### config.mk
export PLATFORM = sky130hd
export DESIGN_NAME = integer_iir_filter_top
export DESIGN_NICKNAME = d
export VERILOG_FILES = /design/src/hdl/iir_pkg.sv /design/src/hdl/integer_iir_filter_top.sv /design/src/hdl/iir_divider.sv
export SDC_FILE = /design/constraint.sdc
export NUM_CORES = 2
export LEC_CHECK = 0
export BUFFER_PORTS_ARGS = -buffer_cell sky130_fd_sc_hd__buf_4
export CORE_MARGIN = 2
export CORE_UTILIZATION = 55
export DETAILED_ROUTE_END_ITERATION = 6
export GPL_ROUTABILITY_DRIVEN = 0
export PLACE_DENSITY = 0.82
export SYNTH_ARGS = -nofsm -noshare
export SYNTH_HDL_FRONTEND = slang
export SYNTH_SLANG_ARGS = --single-unit
export TNS_END_PERCENT = 5
### constraint.sdc
create_clock -name i_clk -period 15 [get_ports i_clk]
set_clock_uncertainty 0.05 [all_clocks]
set_input_delay 3 -clock i_clk [delete_from_list [all_inputs] [get_ports i_clk]]
set_output_delay 3 -clock i_clk [all_outputs]
set_load 0.05 [all_outputs]
### src/hdl/iir_pkg.sv
// Shared constants, types and helper functions of the integer IIR filter.
package iir_pkg;

    localparam int MAX_TAPS     = 8;
    localparam int SAMPLE_WIDTH = 16;
    localparam int COEF_W       = 16;
    localparam int CFG_W        = 64;
    localparam int CFG_IDX_W    = 3;
    localparam int TAPREG_W     = 4;
    localparam int COEF_IDX_W   = 3;

    localparam int HIST_DEPTH   = MAX_TAPS - 1;
    localparam int HIDX_W       = (HIST_DEPTH > 1) ? $clog2(HIST_DEPTH) : 1;
    localparam int TAP_W        = $clog2(MAX_TAPS);
    localparam int CNT_W        = $clog2(MAX_TAPS + 1);
    localparam int PROD_W       = COEF_W + SAMPLE_WIDTH;
    localparam int ACC_W        = PROD_W + $clog2(2 * MAX_TAPS);
    localparam int DIVCNT_W     = $clog2(ACC_W + 1);
    localparam int COEF_PER_REG = CFG_W / COEF_W;

    localparam logic [ACC_W-1:0] Q_POS_LIMIT = ACC_W'((2 ** (SAMPLE_WIDTH - 1)) - 1);
    localparam logic [ACC_W-1:0] Q_NEG_LIMIT = ACC_W'(2 ** (SAMPLE_WIDTH - 1));

    typedef enum logic [CFG_IDX_W-1:0] {
        CFG_FF_LO,
        CFG_FF_HI,
        CFG_FB_LO,
        CFG_FB_HI,
        CFG_FF_TAPS,
        CFG_FB_TAPS
    } t_cfg_idx;

    typedef enum logic [2:0] {
        ST_IDLE,
        ST_FF,
        ST_FB,
        ST_DRAIN,
        ST_ROUND,
        ST_DSET,
        ST_DIV,
        ST_FIN
    } t_state;

    typedef struct packed {
        logic              start;
        logic [ACC_W-1:0]  dividend;
        logic [COEF_W-1:0] divisor;
    } t_div_req;

    typedef struct packed {
        logic             done;
        logic [ACC_W-1:0] quotient;
    } t_div_rsp;

    // Pick coefficient k out of the low/high register pair.
    function automatic logic signed [COEF_W-1:0] coef_at(
        input logic [CFG_W-1:0]      lo,
        input logic [CFG_W-1:0]      hi,
        input logic [COEF_IDX_W-1:0] k
    );
        logic [CFG_W-1:0] word;
        word = k[COEF_IDX_W-1] ? hi : lo;
        return word[k[COEF_IDX_W-2:0] * COEF_W +: COEF_W];
    endfunction

    // Limit a configured tap count to the number of taps built.
    function automatic logic [CNT_W-1:0] clamp_taps(input logic [TAPREG_W-1:0] t);
        if (t > TAPREG_W'(MAX_TAPS)) begin
            return CNT_W'(MAX_TAPS);
        end
        return t[CNT_W-1:0];
    endfunction

endpackage

### src/hdl/integer_iir_filter_top.sv
// Top level of the direct-form I integer IIR filter with its sequencer and MAC datapath.
//
// Each accepted item (a 16-bit signed sample and a first flag) yields one result
// item: y[n] = round(sum(b[j]*x[n-j]) - sum(a[j]*y[n-j], j>=1)) / a0, where
// a0/2 is added before a division that truncates toward zero, and the quotient is
// saturated to 16 bits (clipped flag). A zero a0 gives 0 with divide_error set.
// A high first flag clears both histories before the sample is used. The block
// handles one item at a time: o_in_stall is high from the cycle after an item is
// accepted until its result has been loaded into the output register. One shared
// 16x16 multiplier runs one tap per cycle, then a bit-serial divider produces one
// quotient bit per cycle. A finished result waits in the sequencer while the
// output register is still held by a stall. The next item may be accepted while
// the previous result still waits in the output register. Configuration is taken on
// any cycle (o_cfg_ready is tied high); write it only while the block is idle.
// Writes to register indexes beyond the six defined are ignored.
module integer_iir_filter_top import iir_pkg::*; (
    input  logic                  i_clk,
    input  logic                  i_rst_n,
    // input item channel
    input  logic                  i_in_valid,
    output logic                  o_in_stall,
    input  logic signed [15:0]    i_sample,
    input  logic                  i_first,
    // result item channel
    output logic                  o_out_valid,
    input  logic                  i_out_stall,
    output logic signed [15:0]    o_filtered,
    output logic                  o_clipped,
    output logic                  o_divide_error,
    // configuration write channel
    input  logic                  i_cfg_valid,
    output logic                  o_cfg_ready,
    input  logic [CFG_IDX_W-1:0]  i_cfg_index,
    input  logic [CFG_W-1:0]      i_cfg_data
);

    // ---------------------------------------------------------------- config
    logic [CFG_W-1:0]    r_ff_lo, r_ff_hi, r_fb_lo, r_fb_hi;
    logic [TAPREG_W-1:0] r_ff_taps, r_fb_taps;
    logic                cfg_wr;

    assign o_cfg_ready = 1'b1;
    assign cfg_wr      = i_cfg_valid && o_cfg_ready;

    always_ff @(posedge i_clk) begin
        if (!i_rst_n) begin
            r_ff_lo   <= CFG_W'(1);
            r_ff_hi   <= '0;
            r_fb_lo   <= CFG_W'(1);
            r_fb_hi   <= '0;
            r_ff_taps <= TAPREG_W'(1);
            r_fb_taps <= TAPREG_W'(1);
        end else if (cfg_wr) begin
            unique case (t_cfg_idx'(i_cfg_index))
                CFG_FF_LO:   r_ff_lo   <= i_cfg_data;
                CFG_FF_HI:   r_ff_hi   <= i_cfg_data;
                CFG_FB_LO:   r_fb_lo   <= i_cfg_data;
                CFG_FB_HI:   r_fb_hi   <= i_cfg_data;
                CFG_FF_TAPS: r_ff_taps <= i_cfg_data[TAPREG_W-1:0];
                CFG_FB_TAPS: r_fb_taps <= i_cfg_data[TAPREG_W-1:0];
                default: begin
                    // undefined index: drop the write
                end
            endcase
        end
    end

    // Derived configuration values
    logic [CNT_W-1:0]         nb, na;
    logic signed [COEF_W-1:0] a0;
    logic [COEF_W-1:0]        a0_mag;
    logic                     a0_zero;
    logic [ACC_W-1:0]         half_mag;
    logic [ACC_W-1:0]         half;

    assign nb       = clamp_taps(r_ff_taps);
    assign na       = clamp_taps(r_fb_taps);
    assign a0       = coef_at(r_fb_lo, r_fb_hi, COEF_IDX_W'(0));
    assign a0_mag   = a0[COEF_W-1] ? COEF_W'(-a0) : COEF_W'(a0);
    assign a0_zero  = (a0 == '0);
    // a0/2 truncated toward zero keeps the sign of a0
    assign half_mag = ACC_W'(a0_mag >> 1);
    assign half     = a0[COEF_W-1] ? (~half_mag + ACC_W'(1)) : half_mag;

    // ---------------------------------------------------------------- handshakes
    t_state r_state, n_state;
    logic   r_out_vld;
    logic   in_acc, out_acc, out_free;

    assign o_in_stall  = (r_state != ST_IDLE);
    assign in_acc      = i_in_valid && !o_in_stall;
    assign o_out_valid = r_out_vld;
    assign out_acc     = r_out_vld && !i_out_stall;
    assign out_free    = !r_out_vld || !i_out_stall;

    // ---------------------------------------------------------------- sequencer
    logic [TAP_W-1:0] r_tap, n_tap;
    logic [CNT_W-1:0] tap_inc;
    logic             tap_last_ff, tap_last_fb;
    logic             issue, issue_sub, div_start, fin_go;
    t_div_req         div_req;
    t_div_rsp         div_rsp;

    assign tap_inc     = CNT_W'(r_tap) + CNT_W'(1);
    assign tap_last_ff = (tap_inc == nb);
    assign tap_last_fb = (tap_inc == na);

    // Next state
    always_comb begin
        n_state = r_state;
        unique case (r_state)
            ST_IDLE: begin
                if (in_acc) begin
                    if (nb != '0) begin
                        n_state = ST_FF;
                    end else if (na > CNT_W'(1)) begin
                        n_state = ST_FB;
                    end else begin
                        n_state = ST_DRAIN;
                    end
                end
            end
            ST_FF: begin
                if (tap_last_ff) begin
                    n_state = (na > CNT_W'(1)) ? ST_FB : ST_DRAIN;
                end
            end
            ST_FB: begin
                if (tap_last_fb) begin
                    n_state = ST_DRAIN;
                end
            end
            ST_DRAIN: n_state = ST_ROUND;
            ST_ROUND: n_state = ST_DSET;
            ST_DSET:  n_state = a0_zero ? ST_FIN : ST_DIV;
            ST_DIV: begin
                if (div_rsp.done) begin
                    n_state = ST_FIN;
                end
            end
            ST_FIN: begin
                if (out_free) begin
                    n_state = ST_IDLE;
                end
            end
            default: n_state = ST_IDLE;
        endcase
    end

    // Sequencer outputs
    always_comb begin
        issue     = 1'b0;
        issue_sub = 1'b0;
        div_start = 1'b0;
        fin_go    = 1'b0;
        n_tap     = r_tap;
        unique case (r_state)
            ST_IDLE: begin
                // feedback taps start at a1
                if (in_acc) begin
                    n_tap = (nb != '0) ? TAP_W'(0) : TAP_W'(1);
                end
            end
            ST_FF: begin
                issue = 1'b1;
                n_tap = tap_last_ff ? TAP_W'(1) : (r_tap + TAP_W'(1));
            end
            ST_FB: begin
                issue     = 1'b1;
                issue_sub = 1'b1;
                n_tap     = r_tap + TAP_W'(1);
            end
            ST_DSET: div_start = !a0_zero;
            ST_FIN:  fin_go    = out_free;
            default: begin
            end
        endcase
    end

    always_ff @(posedge i_clk) begin
        if (!i_rst_n) begin
            r_state <= ST_IDLE;
            r_tap   <= '0;
        end else begin
            r_state <= n_state;
            r_tap   <= n_tap;
        end
    end

    // ---------------------------------------------------------------- histories
    logic signed [SAMPLE_WIDTH-1:0] r_x;
    logic signed [SAMPLE_WIDTH-1:0] r_xh [HIST_DEPTH];
    logic signed [SAMPLE_WIDTH-1:0] r_yh [HIST_DEPTH];
    logic signed [SAMPLE_WIDTH-1:0] fin_y;
    logic                           fin_clip;
    logic [TAP_W-1:0]               tap_m1;
    logic [HIDX_W-1:0]              hidx;

    assign tap_m1 = r_tap - TAP_W'(1);
    assign hidx   = tap_m1[HIDX_W-1:0];

    always_ff @(posedge i_clk) begin
        if (in_acc) begin
            r_x <= i_sample[SAMPLE_WIDTH-1:0];
        end
    end

    always_ff @(posedge i_clk) begin
        if (!i_rst_n) begin
            for (int k = 0; k < HIST_DEPTH; k++) begin
                r_xh[k] <= '0;
                r_yh[k] <= '0;
            end
        end else if (in_acc && i_first) begin
            // a new sequence sees zeros before its first sample
            for (int k = 0; k < HIST_DEPTH; k++) begin
                r_xh[k] <= '0;
                r_yh[k] <= '0;
            end
        end else if (fin_go) begin
            for (int k = HIST_DEPTH - 1; k > 0; k--) begin
                r_xh[k] <= r_xh[k-1];
                r_yh[k] <= r_yh[k-1];
            end
            r_xh[0] <= r_x;
            r_yh[0] <= fin_y;
        end
    end

    // ---------------------------------------------------------------- MAC
    logic signed [COEF_W-1:0]       mac_coef;
    logic signed [SAMPLE_WIDTH-1:0] mac_opnd;
    logic signed [PROD_W-1:0]       r_prod;
    logic                           r_prod_vld, r_prod_sub;
    logic signed [ACC_W-1:0]        r_acc;
    logic signed [ACC_W-1:0]        prod_ext;

    always_comb begin
        if (r_state == ST_FB) begin
            mac_coef = coef_at(r_fb_lo, r_fb_hi, COEF_IDX_W'(r_tap));
            mac_opnd = r_yh[hidx];
        end else begin
            mac_coef = coef_at(r_ff_lo, r_ff_hi, COEF_IDX_W'(r_tap));
            mac_opnd = (r_tap == '0) ? r_x : r_xh[hidx];
        end
    end

    assign prod_ext = ACC_W'(r_prod);

    always_ff @(posedge i_clk) begin
        r_prod     <= mac_coef * mac_opnd;
        r_prod_sub <= issue_sub;
    end

    always_ff @(posedge i_clk) begin
        if (!i_rst_n) begin
            r_prod_vld <= 1'b0;
        end else begin
            r_prod_vld <= issue;
        end
    end

    always_ff @(posedge i_clk) begin
        if (in_acc) begin
            r_acc <= '0;
        end else if (r_prod_vld) begin
            r_acc <= r_prod_sub ? (r_acc - prod_ext) : (r_acc + prod_ext);
        end else if (r_state == ST_ROUND) begin
            r_acc <= r_acc + $signed(half);
        end
    end

    // ---------------------------------------------------------------- divide
    logic             r_neg, r_derr;
    logic [ACC_W-1:0] acc_mag;

    assign acc_mag = r_acc[ACC_W-1] ? ACC_W'(-r_acc) : ACC_W'(r_acc);

    assign div_req.start    = div_start;
    assign div_req.dividend = acc_mag;
    assign div_req.divisor  = a0_mag;

    iir_divider u_div (
        .i_clk   (i_clk),
        .i_rst_n (i_rst_n),
        .i_req   (div_req),
        .o_rsp   (div_rsp)
    );

    always_ff @(posedge i_clk) begin
        if (r_state == ST_DSET) begin
            r_neg  <= r_acc[ACC_W-1] ^ a0[COEF_W-1];
            r_derr <= a0_zero;
        end
    end

    // Saturate the signed quotient to the sample width
    always_comb begin
        fin_y    = '0;
        fin_clip = 1'b0;
        if (r_derr) begin
            fin_y = '0;
        end else if (!r_neg) begin
            if (div_rsp.quotient > Q_POS_LIMIT) begin
                fin_y    = {1'b0, {(SAMPLE_WIDTH - 1){1'b1}}};
                fin_clip = 1'b1;
            end else begin
                fin_y = div_rsp.quotient[SAMPLE_WIDTH-1:0];
            end
        end else begin
            if (div_rsp.quotient > Q_NEG_LIMIT) begin
                fin_y    = {1'b1, {(SAMPLE_WIDTH - 1){1'b0}}};
                fin_clip = 1'b1;
            end else begin
                fin_y = -div_rsp.quotient[SAMPLE_WIDTH-1:0];
            end
        end
    end

    // ---------------------------------------------------------------- output register
    logic signed [SAMPLE_WIDTH-1:0] r_y;
    logic                           r_clip, r_derr_out;

    always_ff @(posedge i_clk) begin
        if (!i_rst_n) begin
            r_out_vld <= 1'b0;
        end else if (fin_go) begin
            r_out_vld <= 1'b1;
        end else if (out_acc) begin
            r_out_vld <= 1'b0;
        end
    end

    always_ff @(posedge i_clk) begin
        if (fin_go) begin
            r_y        <= fin_y;
            r_clip     <= fin_clip;
            r_derr_out <= r_derr;
        end
    end

    assign o_filtered     = 16'(r_y);
    assign o_clipped      = r_clip;
    assign o_divide_error = r_derr_out;

`ifndef SYNTHESIS
    // An accepted item keeps the block busy on the next cycle
    a_busy_after_accept: assert property (@(posedge i_clk) disable iff (!i_rst_n)
        in_acc |=> o_in_stall)
        else $error("block not busy after accepting an item");

    // The divider finishes only while the sequencer waits for it
    a_div_done_in_div: assert property (@(posedge i_clk) disable iff (!i_rst_n)
        div_rsp.done |-> (r_state == ST_DIV))
        else $error("divider finished outside the divide state");

    // A finished item always lands in the output register
    a_fin_loads_out: assert property (@(posedge i_clk) disable iff (!i_rst_n)
        fin_go |=> (o_out_valid && (r_state == ST_IDLE)))
        else $error("finished item not presented");

    // A divide error gives a zero, unclipped result
    a_derr_zero: assert property (@(posedge i_clk) disable iff (!i_rst_n)
        (o_out_valid && o_divide_error) |-> ((o_filtered == '0) && !o_clipped))
        else $error("divide error with nonzero or clipped result");
`endif

endmodule

### src/hdl/iir_divider.sv
// Unsigned restoring divider, one quotient bit per cycle.
module iir_divider import iir_pkg::*; (
    input  logic     i_clk,
    input  logic     i_rst_n,
    input  t_div_req i_req,
    output t_div_rsp o_rsp
);

    logic [COEF_W-1:0]   r_rem;
    logic [ACC_W-1:0]    r_quo;
    logic [COEF_W-1:0]   r_den;
    logic [DIVCNT_W-1:0] r_cnt;
    logic                r_busy;

    logic [COEF_W:0]   shifted;
    logic [COEF_W+1:0] diff;

    assign shifted = {r_rem, r_quo[ACC_W-1]};
    assign diff    = {1'b0, shifted} - {2'b00, r_den};

    always_ff @(posedge i_clk) begin
        if (!i_rst_n) begin
            r_busy <= 1'b0;
            r_cnt  <= '0;
        end else if (i_req.start) begin
            r_busy <= 1'b1;
            r_cnt  <= DIVCNT_W'(ACC_W);
        end else if (r_busy) begin
            r_cnt <= r_cnt - DIVCNT_W'(1);
            if (r_cnt == DIVCNT_W'(1)) begin
                r_busy <= 1'b0;
            end
        end
    end

    always_ff @(posedge i_clk) begin
        if (i_req.start) begin
            r_rem <= '0;
            r_quo <= i_req.dividend;
            r_den <= i_req.divisor;
        end else if (r_busy) begin
            // keep the trial difference when it did not go negative
            if (!diff[COEF_W+1]) begin
                r_rem <= diff[COEF_W-1:0];
                r_quo <= {r_quo[ACC_W-2:0], 1'b1};
            end else begin
                r_rem <= shifted[COEF_W-1:0];
                r_quo <= {r_quo[ACC_W-2:0], 1'b0};
            end
        end
    end

    assign o_rsp.done     = r_busy && (r_cnt == DIVCNT_W'(1));
    assign o_rsp.quotient = r_quo;

endmodule

==> flow_summary.toml <==
[run_status]
status = "complete, no violations"

[clocking]
post-cts-setup-buffer-count = 0
clockBufferDepth = 3
holdBufCountCts = 0
cts_num_sinks = 676
clk_latency_ns = 0.64
cts_buffers = 75
cts_tree = "done"
path_clk_slew_ns = 0.06
clock-root-buffer = "clkbuf_16"
postCtsResizedCells = 0
htreeDepth = 3

[drt]
wl_per_cell_um = 19.3
via_count = 33706
drc = 0
antenna_left = 0
routed_wl_mm = 110
firstDrtPassIters = 5
via_per_inst = 5.93
drt_iter0_drc = 3127

[synth]
ys.warnings.count = 0
synth.most_common_cell = "nand2_1"
synthesis.instances = 4642
synth.area.mux_share_pct = 7.00
syn_area_per_cell_um2 = 9.47
synth_area_leaders = "dfxtp_1, edfxtp_1, fa_1"
synth_top_area_cell = "dfxtp_1"
synth_seq_cells = 676
synth_edf_count = 248
synth_top_family_by_area = "simple AND/OR/NAND/NOR gates"
yosysTopAreaCellShare_pct = 19.5
synth_compound_area_share_pct = 13.9
ys_async_sr_fraction_pct = 0
yosysUniqueCellTypes = 91
synth_adder_area_share_pct = 16.2
syn_area_um2 = 43900
ys.flop_type = "dfxtp_1"
synth_fp_nets = 5140
synth-simple-area-share_pct = 17.2
synthTopCellsByCount = "nand2_1, dfxtp_1, inv_1, fa_1, a21boi_0"
yosysSeqAreaShare_pct = 36.4
synthXorXnorAreaFrac_pct = 3.47

[cells_and_area]
fin_nets = 5078
final_cells = 5688
diodes = 0
multi_input_area_um2 = 25400
fill_cells = 6328
drive_above_1_share_pct = 9.44
area_delta_synth_final_pct = 8.84
seqCellArea_um2 = 16000

[critical_path]
timing.critical_path.mode_cell = "fa_1"
end_kind = "flop"
criticalPathCategory = "flop to flop"
crit_path_max_fanout = 63
required_ns = 15.46
cp.arrival_ns = 10.73
slowest_delay_ns = 1.10
critical_path.startpoint_type = "flop"
crit_path_top_delay_cell = "a21oi_1"

[placement]
port_buffers = 108
dp.cells = 5553
dp_hpwl_mm = 74.1

[hold_path]
hp-class = "flop to flop"

[global_route]
antenna_found_initial = 2
grt_start_max_net_pins = 282
grt_pass1_vias = 33358
grt.overflow.total = 0
track_usage_pct = 26.8
grt_first_pass_wirelength_mm = 177

[sta]
clock.fmax_mhz = 97.3
hold_violations = 0
post-route-period-util_pct = 68.5
relSlewSlack_pct = 6.50
rsz0062_at_grt = "no"
worstMarginPinSlew_ns = 1.40
setup_violations = 0
min_period_ns = 10.27
slew_viol_final = 0
finalSetupTns_ns = 0

[floorplan]
dieHeight_um = 287
dieArea_um2 = 82200
start_util_pct = 55.6
ioPinCount = 110
fp-row-count = 103
core_area_um2 = 79000
fp.dieW_um = 287

[power]
peakVddDrop_mv = 0.120
power_leakage_uw = 0.0197
power.density_nw_per_um2 = 169

[run]
drv_cap = 0
==> sequential cells by signal, indices dropped and copies added (netlist names), 32 cells and up <==
signal       count
r_xh           112
r_yh           112
r_fb_hi         64
r_fb_lo         64
r_ff_hi         64
r_ff_lo         64
r_acc           36
u_div.r_quo     36
r_prod          32
==> where the power goes <==
part	switching, uW	internal, uW
registers	218	2150
logic	2330	1500
clock network	791	1090
total	3340	4750
==> cell families (layout without fill, tap and decap cells) <==
logic type | Yosys count | after routing
other | 1 | 1
xor gates and xnor gates | 174 | 174
adders and majority gates | 409 | 409
buffers and inverters | 674 | 670
and+or+nand+nor | 1620 | 1620
DFF | 676 | 676
muxes | 167 | 167
AOI/OAI and AO/OA | 921 | 921
==> area by class of cell <==
type	count	share of cell area, %
clock buffers	98	4.45
clock inverters	37	0.751
inverters	390	3.08
multi-input cells	3292	53.2
flip-flops and latches	676	33.5
well taps	1050	2.75
repair buffers	145	2.32
==> per-layer routing <==
metal / vias to the layer above / share of wire (%) / track usage [%]
met3: 269 / 6.8 / 3.89
met2: 1267 / 49 / 44.7
met5: - / 0.026 / 0
met4: 4 / 4.7 / 12.6
met1: 16516 / 40 / 34.4
li1: 15650 / - / -
==> worst max-delay path, delay by kind of cell, from the launching register on <==
| kind | cells | cell delay (ns) |
|---|---|---|
| adders and majority gates | 8 | 3.79 |
| buffers and inverters | 6 | 1.40 |
| muxes | 1 | 0.33 |
| AOI/OAI and AO/OA | 7 | 2.29 |
| and+or+nand+nor | 6 | 1.21 |
| xor gates and xnor gates | 2 | 0.19 |
| DFF | 1 | 0.82 |
==> final timing paths <==
path / start / to / slack (ns) / depth (start not counted)
hold reg to reg: r_fb_hi[11] / r_fb_hi[11] / 0.41 / 2
setup / recovery: r_tap[0] / r_prod[31] / 4.73 / 30
hold / removal: r_fb_hi[11] / r_fb_hi[11] / 0.41 / 2
setup reg to reg: r_tap[0] / r_prod[31] / 4.73 / 30
==> placed cells by master, fill, tap and decap left out, drive strengths merged, types with 14 or more instances in the layout <==
cell	count
a211oi	60
a21boi	261
a21o	55
a21oi	223
a22o	33
a31oi	28
and2	68
and3	168
buf	145
clkbuf	98
clkinv	21
dfxtp	428
edfxtp	248
fa	264
ha	145
inv	398
mux2i	54
mux4	112
nand2	882
nand2b	32
nand3	30
nor2	175
nor2b	111
nor3	43
nor4	18
o21a	14
o21ai	142
o31ai	25
or3	30
or4	15
xnor2	93
xor2	81
==> through the flow <==
stage / cell area, um2 / hold WS, ns / setup slack, ns / total power (uW) / util, %
5_1_grt: 47800 / 0.435 / 4.14 / 8640 / 60.5
4_1_cts: 47800 / 0.416 / 4.71 / 8100 / 60.5
3_5_place_dp: 45300 / 0.407 / 4.73 / 6200 / 57.4
3_3_place_gp: 45300 / 0.397 / 5.02 / 6090 / 57.4
6_report: 47800 / 0.414 / 4.73 / 8090 / 60.5
2_1_floorplan: 43900 / 0.386 / 4.39 / 5230 / -
Note: power is estimated with default switching activity, not from simulation.
